**src/rtl/core/rrb_pkg.sv**
```systemverilog
// Shared types and constants for the RTP reorder and release buffer.
// Used by rrb_acct, rrb_seq and rtp_reorder_release_buffer.
package rrb_pkg;

    // Field widths of the stream items
    localparam int SEQ_W    = 16;
    localparam int TS_W     = 32;
    localparam int HANDLE_W = 16;
    localparam int SAMP_W   = 13;
    localparam int GRAN_W   = 64;
    localparam int PKT_W    = 32;
    localparam int KIND_W   = 2;
    localparam int THR_W    = 32;

    // Packed stream widths (whole bytes)
    localparam int S_DATA_W = 80;
    localparam int M_DATA_W = 128;

    // Defaults of the top-level parameters
    localparam int WINDOW_SLOTS_DEF = 16;
    localparam int HANDLE_BITS_DEF  = 16;

    // Register and counter reset values
    localparam logic [THR_W-1:0] THRESHOLD_RESET = 32'd9600;
    localparam logic [PKT_W-1:0] PKT_NO_RESET    = 32'd2;

    // Result kinds
    localparam logic [KIND_W-1:0] KIND_PACKET  = 2'd0;
    localparam logic [KIND_W-1:0] KIND_SILENCE = 2'd1;
    localparam logic [KIND_W-1:0] KIND_DROP    = 2'd2;

    // Sequencer states
    typedef enum logic [3:0] {
        S_IDLE,
        S_MOD,
        S_SORT,
        S_RD,
        S_JUMP,
        S_ADV,
        S_EMIT,
        S_STORE,
        S_DROP
    } rrb_state_t;

    // Commands from the sequencer to the accounting unit
    typedef struct packed {
        logic            start;
        logic [TS_W-1:0] start_ts;
        logic            jump;
        logic            slot_valid;
        logic            adv;
        logic            emit;
    } rrb_acct_cmd_t;

    // Status from the accounting unit
    typedef struct packed {
        logic [GRAN_W-1:0] granule;
        logic [PKT_W-1:0]  pkt_no;
        logic              subst;
        logic              subst_next;
        logic [SAMP_W-1:0] samples;
    } rrb_acct_stat_t;

endpackage

```
**src/rtl/core/rrb_slot_mem.sv**
```systemverilog
// Slot payload memory: one write port, one read port, registered read data.
// Depends on nothing but its parameters.
module rrb_slot_mem #(
    parameter int DEPTH  = 16,
    parameter int DATA_W = 61
) (
    input  logic                     clk,
    input  logic                     we,
    input  logic [$clog2(DEPTH)-1:0] waddr,
    input  logic [DATA_W-1:0]        wdata,
    input  logic                     re,
    input  logic [$clog2(DEPTH)-1:0] raddr,
    output logic [DATA_W-1:0]        rdata
);

    logic [DATA_W-1:0] mem_array [DEPTH];
    logic [DATA_W-1:0] rdata_reg;

    // Write port
    always_ff @(posedge clk)
    begin
        if (we)
        begin
            mem_array[waddr] <= wdata;
        end
    end

    // Read port, read data registered while re is high
    always_ff @(posedge clk)
    begin
        if (re)
        begin
            rdata_reg <= mem_array[raddr];
        end
    end

    assign rdata = rdata_reg;

endmodule

```
**src/rtl/core/rrb_acct.sv**
```systemverilog
// Accounting unit: expected timestamp, granule and segment counts, packet
// number and the substantial threshold register. Depends on rrb_pkg.
module rrb_acct
    import rrb_pkg::*;
(
    input  logic                  clk,
    input  logic                  rst_n,
    input  logic                  cfg_we,
    input  logic [THR_W-1:0]      cfg_wdata,
    input  rrb_acct_cmd_t         cmd,
    input  logic [TS_W-1:0]       rd_ts,
    input  logic [SAMP_W-1:0]     rd_samples,
    output rrb_acct_stat_t        stat
);

    logic [THR_W-1:0]  thr_reg;
    logic [TS_W-1:0]   exp_ts_reg,   exp_ts_next;
    logic [GRAN_W-1:0] granule_reg,  granule_next;
    logic [GRAN_W-1:0] seg_reg,      seg_next;
    logic [SAMP_W-1:0] last_reg,     last_next;
    logic [SAMP_W-1:0] cur_reg,      cur_next;
    logic [PKT_W-1:0]  pkt_reg,      pkt_next;
    logic              subst_reg,    subst_next;
    logic [TS_W-1:0]   ts_diff;
    logic              thr_hit;

    assign ts_diff = rd_ts - exp_ts_reg;
    assign thr_hit = (seg_reg >= {{(GRAN_W-THR_W){1'b0}}, thr_reg});

    // Next-state of the counters, one step per command
    always_comb
    begin
        exp_ts_next  = exp_ts_reg;
        granule_next = granule_reg;
        seg_next     = seg_reg;
        last_next    = last_reg;
        cur_next     = cur_reg;
        pkt_next     = pkt_reg;
        subst_next   = subst_reg;
        if (cmd.start)
        begin
            exp_ts_next = cmd.start_ts;
        end
        if (cmd.jump)
        begin
            // resync to the slot timestamp and pick the item length
            if (cmd.slot_valid)
            begin
                granule_next = granule_reg + {{(GRAN_W-TS_W){ts_diff[TS_W-1]}}, ts_diff};
                exp_ts_next  = rd_ts;
                cur_next     = rd_samples;
                last_next    = rd_samples;
            end
            else
            begin
                cur_next = last_reg;
            end
        end
        if (cmd.adv)
        begin
            granule_next = granule_reg + GRAN_W'(cur_reg);
            exp_ts_next  = exp_ts_reg + TS_W'(cur_reg);
            seg_next     = seg_reg + GRAN_W'(cur_reg);
        end
        if (cmd.emit)
        begin
            subst_next = subst_reg | thr_hit;
            pkt_next   = pkt_reg + 1'b1;
        end
    end

    // Control and counter registers
    always_ff @(posedge clk or negedge rst_n)
    begin
        if (!rst_n)
        begin
            thr_reg     <= THRESHOLD_RESET;
            exp_ts_reg  <= '0;
            granule_reg <= '0;
            seg_reg     <= '0;
            last_reg    <= '0;
            pkt_reg     <= PKT_NO_RESET;
            subst_reg   <= 1'b0;
        end
        else
        begin
            if (cfg_we)
            begin
                thr_reg <= cfg_wdata;
            end
            exp_ts_reg  <= exp_ts_next;
            granule_reg <= granule_next;
            seg_reg     <= seg_next;
            last_reg    <= last_next;
            pkt_reg     <= pkt_next;
            subst_reg   <= subst_next;
        end
    end

    // Length of the item being released
    always_ff @(posedge clk)
    begin
        cur_reg <= cur_next;
    end

    assign stat.granule    = granule_reg;
    assign stat.pkt_no     = pkt_reg;
    assign stat.subst      = subst_reg;
    assign stat.subst_next = subst_reg | thr_hit;
    assign stat.samples    = cur_reg;

endmodule

```
**src/rtl/core/rrb_seq.sv**
```systemverilog
// Sequencer: input capture, slot index, window valid bits, release walk and
// the output register. Depends on rrb_pkg; drives rrb_slot_mem and rrb_acct.
module rrb_seq
    import rrb_pkg::*;
#(
    parameter int WINDOW_SLOTS = WINDOW_SLOTS_DEF,
    parameter int HANDLE_BITS  = HANDLE_BITS_DEF
) (
    input  logic                                  clk,
    input  logic                                  rst_n,
    input  logic                                  s_tvalid,
    output logic                                  s_tready,
    input  logic [S_DATA_W-1:0]                   s_tdata,
    output logic                                  m_tvalid,
    input  logic                                  m_tready,
    output logic [M_DATA_W-1:0]                   m_tdata,
    output logic [KIND_W-1:0]                     m_tuser,
    output logic                                  m_tlast,
    output logic                                  mem_we,
    output logic [$clog2(WINDOW_SLOTS)-1:0]       mem_waddr,
    output logic [TS_W+SAMP_W+((HANDLE_BITS < HANDLE_W) ? HANDLE_BITS : HANDLE_W)-1:0]
                                                  mem_wdata,
    output logic                                  mem_re,
    output logic [$clog2(WINDOW_SLOTS)-1:0]       mem_raddr,
    input  logic [((HANDLE_BITS < HANDLE_W) ? HANDLE_BITS : HANDLE_W)-1:0]
                                                  rd_handle,
    output rrb_acct_cmd_t                         acct_cmd,
    input  rrb_acct_stat_t                        acct_stat
);

    localparam int HBE     = (HANDLE_BITS < HANDLE_W) ? HANDLE_BITS : HANDLE_W;
    localparam int IDX_W   = $clog2(WINDOW_SLOTS);
    localparam int MUL_W   = 25;
    localparam int PROD_W  = SEQ_W + MUL_W;
    localparam int QW_W    = 24;
    localparam logic [MUL_W-1:0] MOD_MUL = MUL_W'((1 << 24) / WINDOW_SLOTS + 1);
    localparam logic [SEQ_W-1:0] WIN_LAST = SEQ_W'(WINDOW_SLOTS - 1);
    localparam logic [IDX_W-1:0] IDX_LAST = IDX_W'(WINDOW_SLOTS - 1);

    rrb_state_t state_reg, state_next;

    logic                    started_reg,  started_next;
    logic [SEQ_W-1:0]        exp_seq_reg,  exp_seq_next;
    logic [IDX_W-1:0]        head_reg,     head_next;
    logic [WINDOW_SLOTS-1:0] valid_reg,    valid_next;
    logic                    flushing_reg, flushing_next;
    logic [IDX_W-1:0]        fcnt_reg,     fcnt_next;
    logic                    m_valid_reg,  m_valid_next;

    // payload registers
    logic [SEQ_W-1:0]  seq_reg;
    logic [SEQ_W-1:0]  q_reg;
    logic [IDX_W-1:0]  idx_reg;
    logic              win_reg;
    logic              stale_reg;
    logic              first_reg;
    logic [TS_W-1:0]   ts_reg;
    logic [HBE-1:0]    handle_reg;
    logic [SAMP_W-1:0] samples_reg;
    logic              cur_valid_reg;
    logic [HBE-1:0]    cur_handle_reg;
    logic [KIND_W-1:0] out_kind_reg;
    logic [HANDLE_W-1:0] out_handle_reg;
    logic [SAMP_W-1:0] out_samples_reg;
    logic [GRAN_W-1:0] out_gran_reg;
    logic [PKT_W-1:0]  out_pkt_reg;
    logic              out_subst_reg;
    logic              out_last_reg;

    logic [SEQ_W-1:0]  in_seq;
    logic [SEQ_W-1:0]  exp_eff;
    logic [SEQ_W-1:0]  diff;
    logic [PROD_W-1:0] prod;
    logic [QW_W-1:0]   qw;
    logic [QW_W-1:0]   rem_full;
    logic [IDX_W-1:0]  head_inc;
    logic              accept;
    logic              out_free;
    logic              load_out;
    logic [KIND_W-1:0] load_kind;
    logic [HANDLE_W-1:0] load_handle;
    logic [SAMP_W-1:0] load_samples;
    logic [GRAN_W-1:0] load_gran;
    logic [PKT_W-1:0]  load_pkt;
    logic              load_subst;
    logic              load_last;

    assign s_tready = (state_reg == S_IDLE);
    assign accept   = s_tvalid && s_tready;
    assign out_free = !m_valid_reg || m_tready;

    // Window distance of the arriving item
    assign in_seq  = s_tdata[SEQ_W-1:0];
    assign exp_eff = started_reg ? exp_seq_reg : in_seq;
    assign diff    = in_seq - exp_eff;

    // Slot index: quotient by reciprocal, then remainder from the registered quotient
    assign prod     = PROD_W'(in_seq) * PROD_W'(MOD_MUL);
    assign qw       = QW_W'(q_reg) * QW_W'(WINDOW_SLOTS);
    assign rem_full = QW_W'(seq_reg) - qw;

    // Slot of the next expected sequence
    always_comb
    begin
        if (exp_seq_reg == '1)
        begin
            head_inc = '0;
        end
        else if (head_reg == IDX_LAST)
        begin
            head_inc = '0;
        end
        else
        begin
            head_inc = head_reg + 1'b1;
        end
    end

    // Next state and outputs
    always_comb
    begin
        state_next    = state_reg;
        started_next  = started_reg;
        exp_seq_next  = exp_seq_reg;
        head_next     = head_reg;
        valid_next    = valid_reg;
        flushing_next = flushing_reg;
        fcnt_next     = fcnt_reg;
        mem_we        = 1'b0;
        mem_waddr     = idx_reg;
        mem_re        = 1'b0;
        mem_raddr     = head_reg;
        acct_cmd      = '0;
        load_out      = 1'b0;
        load_kind     = KIND_PACKET;
        load_handle   = '0;
        load_samples  = acct_stat.samples;
        load_gran     = acct_stat.granule;
        load_pkt      = acct_stat.pkt_no;
        load_subst    = acct_stat.subst_next;
        load_last     = 1'b0;

        unique case (state_reg)
            S_IDLE:
            begin
                if (accept)
                begin
                    started_next      = 1'b1;
                    exp_seq_next      = exp_eff;
                    acct_cmd.start    = !started_reg;
                    acct_cmd.start_ts = s_tdata[SEQ_W +: TS_W];
                    state_next        = S_MOD;
                end
            end
            S_MOD:
            begin
                if (first_reg)
                begin
                    head_next = rem_full[IDX_W-1:0];
                end
                state_next = S_SORT;
            end
            S_SORT:
            begin
                if (win_reg)
                begin
                    // store in its slot, release if the head is now filled
                    mem_we              = 1'b1;
                    valid_next[idx_reg] = 1'b1;
                    if (valid_reg[head_reg] || (idx_reg == head_reg))
                    begin
                        state_next = S_RD;
                    end
                    else
                    begin
                        state_next = S_IDLE;
                    end
                end
                else if (stale_reg)
                begin
                    state_next = S_DROP;
                end
                else
                begin
                    flushing_next = 1'b1;
                    fcnt_next     = '0;
                    state_next    = S_RD;
                end
            end
            S_RD:
            begin
                mem_re     = 1'b1;
                state_next = S_JUMP;
            end
            S_JUMP:
            begin
                acct_cmd.jump       = 1'b1;
                acct_cmd.slot_valid = cur_valid_reg;
                state_next          = S_ADV;
            end
            S_ADV:
            begin
                acct_cmd.adv = 1'b1;
                state_next   = S_EMIT;
            end
            S_EMIT:
            begin
                if (out_free)
                begin
                    acct_cmd.emit        = 1'b1;
                    load_out             = 1'b1;
                    load_kind            = cur_valid_reg ? KIND_PACKET : KIND_SILENCE;
                    load_handle          = cur_valid_reg ? HANDLE_W'(cur_handle_reg) : '0;
                    valid_next[head_reg] = 1'b0;
                    exp_seq_next         = exp_seq_reg + 1'b1;
                    head_next            = head_inc;
                    if (flushing_reg)
                    begin
                        fcnt_next = fcnt_reg + 1'b1;
                        if (fcnt_reg == IDX_LAST)
                        begin
                            state_next = S_STORE;
                        end
                        else
                        begin
                            state_next = S_RD;
                        end
                    end
                    else if (valid_reg[head_inc] && (head_inc != head_reg))
                    begin
                        state_next = S_RD;
                    end
                    else
                    begin
                        load_last  = 1'b1;
                        state_next = S_IDLE;
                    end
                end
            end
            S_STORE:
            begin
                // place the flushing item at the new head
                mem_we               = 1'b1;
                mem_waddr            = head_reg;
                valid_next[head_reg] = 1'b1;
                flushing_next        = 1'b0;
                state_next           = S_RD;
            end
            S_DROP:
            begin
                if (out_free)
                begin
                    load_out     = 1'b1;
                    load_kind    = KIND_DROP;
                    load_handle  = HANDLE_W'(handle_reg);
                    load_samples = '0;
                    load_subst   = acct_stat.subst;
                    load_last    = 1'b1;
                    state_next   = S_IDLE;
                end
            end
            default:
            begin
                state_next = S_IDLE;
            end
        endcase

        if (load_out)
        begin
            m_valid_next = 1'b1;
        end
        else if (m_tready)
        begin
            m_valid_next = 1'b0;
        end
        else
        begin
            m_valid_next = m_valid_reg;
        end
    end

    assign mem_wdata = {ts_reg, samples_reg, handle_reg};

    // Control registers
    always_ff @(posedge clk or negedge rst_n)
    begin
        if (!rst_n)
        begin
            state_reg    <= S_IDLE;
            started_reg  <= 1'b0;
            exp_seq_reg  <= '0;
            head_reg     <= '0;
            valid_reg    <= '0;
            flushing_reg <= 1'b0;
            fcnt_reg     <= '0;
            m_valid_reg  <= 1'b0;
        end
        else
        begin
            state_reg    <= state_next;
            started_reg  <= started_next;
            exp_seq_reg  <= exp_seq_next;
            head_reg     <= head_next;
            valid_reg    <= valid_next;
            flushing_reg <= flushing_next;
            fcnt_reg     <= fcnt_next;
            m_valid_reg  <= m_valid_next;
        end
    end

    // Capture the accepted item, its slot index and the slot status and handle of each release
    always_ff @(posedge clk)
    begin
        if (accept)
        begin
            seq_reg     <= in_seq;
            q_reg       <= prod[SEQ_W+24-1:24];
            win_reg     <= (diff <= WIN_LAST);
            stale_reg   <= diff[SEQ_W-1];
            first_reg   <= !started_reg;
            ts_reg      <= s_tdata[SEQ_W +: TS_W];
            handle_reg  <= s_tdata[SEQ_W+TS_W +: HBE];
            samples_reg <= s_tdata[SEQ_W+TS_W+HANDLE_W +: SAMP_W];
        end
        if (state_reg == S_MOD)
        begin
            idx_reg <= rem_full[IDX_W-1:0];
        end
        if (state_reg == S_RD)
        begin
            cur_valid_reg <= valid_reg[head_reg];
        end
        if (state_reg == S_JUMP)
        begin
            cur_handle_reg <= rd_handle;
        end
    end

    // Output register
    always_ff @(posedge clk)
    begin
        if (load_out)
        begin
            out_kind_reg    <= load_kind;
            out_handle_reg  <= load_handle;
            out_samples_reg <= load_samples;
            out_gran_reg    <= load_gran;
            out_pkt_reg     <= load_pkt;
            out_subst_reg   <= load_subst;
            out_last_reg    <= load_last;
        end
    end

    assign m_tvalid = m_valid_reg;
    assign m_tuser  = out_kind_reg;
    assign m_tlast  = out_last_reg;
    assign m_tdata  = {2'b00, out_subst_reg, out_pkt_reg, out_gran_reg,
                       out_samples_reg, out_handle_reg};

endmodule

```
**src/rtl/core/rtp_reorder_release_buffer.sv**
```systemverilog
// RTP reorder and release buffer: top level.
// Depends on rrb_pkg, rrb_slot_mem, rrb_acct and rrb_seq.
//
// Usage:
//   s_* stream carries arriving packets (sequence, timestamp, handle, length).
//   m_* stream carries results: released packets, silence fillers and stale
//   drops, with m_tlast on the final result that an input item causes.
//   cfg_we/cfg_wdata write the substantial-segment threshold (reset 9600).
// Operation:
//   Each item is first classified against the window. Each release walks
//   the slot memory in the steps read, timestamp resync, advance and emit.
//   A flush releases every slot, stores the item and releases it. The walk
//   over the slot memory is sequential; one item is worked on at a time.
// Reset empties all slots, clears the counters and the output valid flag;
// packet numbers start at 2. When the receiver stalls, the result holds in
// the output register and the walk waits at its emit step.
module rtp_reorder_release_buffer
    import rrb_pkg::*;
#(
    parameter int WINDOW_SLOTS = WINDOW_SLOTS_DEF,
    parameter int HANDLE_BITS  = HANDLE_BITS_DEF
) (
    input  logic                  clk,
    input  logic                  rst_n,
    // seq_number, rtp_timestamp, packet_handle, packet_samples, zero pad
    input  logic                  s_tvalid,
    output logic                  s_tready,
    input  logic [S_DATA_W-1:0]   s_tdata,
    // out_handle, out_samples, granule_position, packet_number, substantial,
    // zero pad
    output logic                  m_tvalid,
    input  logic                  m_tready,
    output logic [M_DATA_W-1:0]   m_tdata,
    // result_kind
    output logic [KIND_W-1:0]     m_tuser,
    // last_of_run
    output logic                  m_tlast,
    input  logic                  cfg_we,
    input  logic [THR_W-1:0]      cfg_wdata
);

    localparam int HBE   = (HANDLE_BITS < HANDLE_W) ? HANDLE_BITS : HANDLE_W;
    localparam int IDX_W = $clog2(WINDOW_SLOTS);
    localparam int MEM_W = TS_W + SAMP_W + HBE;

    logic              mem_we;
    logic [IDX_W-1:0]  mem_waddr;
    logic [MEM_W-1:0]  mem_wdata;
    logic              mem_re;
    logic [IDX_W-1:0]  mem_raddr;
    logic [MEM_W-1:0]  mem_rdata;
    rrb_acct_cmd_t     acct_cmd;
    rrb_acct_stat_t    acct_stat;

    rrb_slot_mem #(
        .DEPTH  (WINDOW_SLOTS),
        .DATA_W (MEM_W)
    ) u_slot_mem (
        .clk   (clk),
        .we    (mem_we),
        .waddr (mem_waddr),
        .wdata (mem_wdata),
        .re    (mem_re),
        .raddr (mem_raddr),
        .rdata (mem_rdata)
    );

    rrb_acct u_acct (
        .clk        (clk),
        .rst_n      (rst_n),
        .cfg_we     (cfg_we),
        .cfg_wdata  (cfg_wdata),
        .cmd        (acct_cmd),
        .rd_ts      (mem_rdata[MEM_W-1 -: TS_W]),
        .rd_samples (mem_rdata[HBE +: SAMP_W]),
        .stat       (acct_stat)
    );

    rrb_seq #(
        .WINDOW_SLOTS (WINDOW_SLOTS),
        .HANDLE_BITS  (HANDLE_BITS)
    ) u_seq (
        .clk       (clk),
        .rst_n     (rst_n),
        .s_tvalid  (s_tvalid),
        .s_tready  (s_tready),
        .s_tdata   (s_tdata),
        .m_tvalid  (m_tvalid),
        .m_tready  (m_tready),
        .m_tdata   (m_tdata),
        .m_tuser   (m_tuser),
        .m_tlast   (m_tlast),
        .mem_we    (mem_we),
        .mem_waddr (mem_waddr),
        .mem_wdata (mem_wdata),
        .mem_re    (mem_re),
        .mem_raddr (mem_raddr),
        .rd_handle (mem_rdata[HBE-1:0]),
        .acct_cmd  (acct_cmd),
        .acct_stat (acct_stat)
    );

    // Kind is one of the three result codes
    assert property (@(posedge clk) disable iff (!rst_n)
        m_tvalid |-> (m_tuser == KIND_PACKET) || (m_tuser == KIND_SILENCE) ||
                     (m_tuser == KIND_DROP))
        else $error("invalid result kind");

    // Silence carries no handle
    assert property (@(posedge clk) disable iff (!rst_n)
        m_tvalid && (m_tuser == KIND_SILENCE) |-> (m_tdata[15:0] == '0))
        else $error("silence filler with nonzero handle");

    // A drop ends its run and accounts for no samples
    assert property (@(posedge clk) disable iff (!rst_n)
        m_tvalid && (m_tuser == KIND_DROP) |-> m_tlast && (m_tdata[28:16] == '0))
        else $error("drop result malformed");

    // No item is taken while a result walk is underway
    assert property (@(posedge clk) disable iff (!rst_n)
        s_tvalid && s_tready |=> !s_tready)
        else $error("input accepted during processing");

endmodule
```
**config.mk**
```make
export PLATFORM = sky130hd
export DESIGN_NAME = rtp_reorder_release_buffer
export DESIGN_NICKNAME = d
export VERILOG_FILES = /design/src/rtl/core/rrb_pkg.sv /design/src/rtl/core/rrb_slot_mem.sv /design/src/rtl/core/rrb_acct.sv /design/src/rtl/core/rrb_seq.sv /design/src/rtl/core/rtp_reorder_release_buffer.sv
export SDC_FILE = /design/constraint.sdc
export NUM_CORES = 2
export LEC_CHECK = 0
export BUFFER_PORTS_ARGS = -buffer_cell sky130_fd_sc_hd__buf_2
export CORE_MARGIN = 5
export CORE_UTILIZATION = 25
export CTS_CLUSTER_SIZE = 16
export DETAILED_ROUTE_END_ITERATION = 8
export HOLD_SLACK_MARGIN = 0.1
export SYNTH_ARGS = -nofsm -noshare
export SYNTH_HDL_FRONTEND = slang
export SYNTH_SLANG_ARGS = --single-unit
```
**constraint.sdc**
```tcl
create_clock -name clk -period 8.2 [get_ports clk]
set_clock_uncertainty 0.2 [all_clocks]
set_input_delay 1.23 -clock clk [delete_from_list [all_inputs] [get_ports clk]]
set_output_delay 1.23 -clock clk [all_outputs]
set_load 0.01 [all_outputs]
```
==> impl_metrics.json <==
{
  "cp.required_ps": 8710,
  "rows": 190,
  "ys_types": 97,
  "ant_nets": 0,
  "grt_use_total_pct": 12.3,
  "status": "finished clean",
  "die_w_um": 528,
  "drive_above_1_share_pct": 20.1,
  "ff_latch_area_um2": 45200,
  "avgSynthCellArea_um2": 15.7,
  "cts_buffers": 148,
  "avgRoutedWirePerCell_um": 21.6,
  "synth_top_family_by_area": "multiplexers",
  "place_hpwl_um": 108000,
  "clk_latency_ps": 810,
  "dp_slack_ps": 1710,
  "cts_tree": "built",
  "synth_top_area_share_pct": 56.7,
  "postCtsSetupBuffers": 0,
  "grt_max_degree": 104,
  "power_mw": 27.9,
  "cts.clk_slew.worst_paths_ps": 70,
  "mappedNetlistArea_um2": 67100,
  "worstPathArrival_ps": 7140,
  "period_share_pct": 80.9,
  "synth-edff-count": 1268,
  "end_kind": "flop",
  "clk_path_buf_depth": 3,
  "rsz0062_at_grt": "false",
  "postCtsHoldBufs": 0,
  "synth_flop_cell": "edfxtp_1",
  "clkSinkCount": 1553,
  "n_fill_cell": 26600,
  "final-setup-viol-count": 0,
  "leakagePower_nw": 27.2,
  "overflow": 0,
  "fin_nets": 4789,
  "fin_ws_ps": 1570,
  "finalSetupTns_ps": 0,
  "synth_mux_area_share_pct": 11.9,
  "start_util_pct": 25.1,
  "place_congestion": 0.829,
  "drv_slew": 0,
  "pwr_density_cell_nw_per_um2": 359,
  "synth-simple-area-share_pct": 6.77,
  "ys_async_sr_fraction_pct": 18.4,
  "cap_viol_max_count": 0,
  "ys_ff_latch": 1553,
  "dr.pass1.iters": 6,
  "ios": 250,
  "viasPerCell": 4.74,
  "yosys.area_share.adder_pct": 2.83,
  "hold_violations": 0,
  "max_slew.worst_pin.slew_ps": 1230,
  "yosysTopAreaCell": "edfxtp_1",
  "area_delta_synth_final_pct": 15.8,
  "synth-seq-area-share_pct": 67.4,
  "drc_errors": 0,
  "grt_pass1_wl_um": 259000,
  "synth_compound_area_share_pct": 6.49,
  "hp-class": "in2async",
  "cts_root_buf": "clkbuf_16",
  "netlist_instances": 4270,
  "path_class": "reg2reg",
  "drt_iter0_drc": 3770,
  "wl_um": 177000,
  "cp_max_fo": 8,
  "cts_max_level": 4,
  "die_y_um": 528,
  "synth.yosys.warnings": 0,
  "multiInputGateArea_um2": 20800,
  "top_register": "u_slot_mem.mem_array",
  "period_minus_slack_ps": 6630,
  "fmax_mhz": 151,
  "ir_worst_vdd_mv": 0.226,
  "placed_area_um2": 72700,
  "grt_pass1_vias": 37700,
  "coreArea_um2": 268000,
  "synth-xor-area-share_pct": 2.77,
  "io_buffers": 244,
  "largest_reg_flops": 976,
  "dieArea_um2": 279000,
  "slew_headroom_pct": 16.9,
  "vias": 38900,
  "ys_top_cells_by_area": "edfxtp_1 (57%), dfrtp_1 (10%), mux4_2 (10%), ha_1 (2.7%), nand2_1 (1.6%)",
  "cp-start-kind": "flop",
  "post_cts_resized": 0,
  "antenna_found_initial": 60,
  "fin_area_um2": 77700
}
through the flow:
stage	hold slack, ps	util, %	cells
finish	217	29.0	8209
global route	236	29.0	8206
CTS	222	29.0	8198
detailed placement	206	27.2	7925
global placement	207	27.2	7925
floorplan	200	-	4271
path summary, 6_finish.rpt:
path	from	to	slack, ps	cells past startpoint
hold reg to reg	u_slot_mem.rdata[0]	u_seq.cur_handle_reg[0]	230	0
max in group asynchronous	rst_n	u_acct.granule_reg[29]	6360	2
setup / recovery	u_slot_mem.rdata[29]	u_acct.granule_reg[60]	1570	26
setup reg to reg	u_slot_mem.rdata[29]	u_acct.granule_reg[60]	1570	26
min in group clk	u_slot_mem.rdata[0]	u_seq.cur_handle_reg[0]	230	0
hold / removal	rst_n	u_acct.pkt_reg[25]	220	1
layer usage:
metal | global-route usage (%) | routed length [um]
met2 | 18.9 | 79700
met3 | 2.85 | 14600
met4 | 2.82 | 3230
met1 | 17.8 | 79700
met5 | 0 | 20
where the power goes:
| group | internal [mW] | total, mW | switching, mW | leakage, nW |
|---|---|---|---|---|
| combinational | 4.28 | 9.95 | 5.67 | 9.75 |
| clock | 3.88 | 7.02 | 3.13 | 2.40 |
| sequential | 9.81 | 10.9 | 1.11 | 15.1 |
| total | 18.0 | 27.9 | 9.91 | 27.2 |
cells in the final DEF, fill, tap and decap left out, drive strengths merged, types with 33 or more instances in the layout:
master,count
clkinv,58
mux2i,64
inv,134
buf,305
mux4,310
nor3,81
nand2,292
clkbuf,183
o211ai,38
a21oi,167
nand3,102
dfrtp,280
nand4,57
ha,144
a21o,43
xnor2,118
nor2b,33
edfxtp,1268
xor2,94
o21ai,198
nor2,228
and3,44
synthesized netlist by cell type, types with 43 or more instances:
library cell	instances
a21o_1	43
a21oi_1	167
and3_1	44
clkbuf_1	149
dfrtp_1	280
edfxtp_1	1268
ha_1	144
inv_1	121
mux2i_1	64
mux4_2	310
nand2_1	292
nand3_1	102
nand4_1	57
nor2_1	225
nor3_1	80
o21ai_0	191
xnor2_1	118
xor2_1	94
kinds of logic (layout without fill, tap and decap cells):
kind of cell             after synthesis  count (layout)
AO/OA/AOI/OAI                        668             668
XOR/XNOR                             212             212
adder cells (fa/ha/maj)              149             149
buffers and inverters                326             701
flip-flops                          1553            1553
multiplexers                         404             404
other                                  1              13
AND/OR/NAND/NOR                      957             957
worst max-delay path, cell delays in order (launching register included):
cell,delay [ps]
edfxtp_1,400
inv_1,100
ha_1,160
fa_1,210
nor2b_1,60
o21ai_0,190
a21boi_0,180
o21ai_0,380
a21oi_1,180
o41a_1,450
o2111ai_1,300
a31oi_1,180
a21oi_1,210
xor2_1,160
nor2_1,80
ha_1,400
and3_1,230
a2111oi_0,420
nor2_1,130
a31o_1,270
a31oi_4,300
nand2_1,150
o2111a_1,270
a31oi_2,340
nand4_1,170
o22ai_1,230
xor2_1,170
final cells by class:
cell class	count	share of cell area, %
well taps	3552	5.72
inverters	123	0.604
clock inverters	90	1.35
multi-input cells	2392	26.8
flip-flops and latches	1553	58.2
diodes	11	0.0354
repair buffers	305	2.27
clock buffers	183	5.04
(Power assumes the default switching activity.)
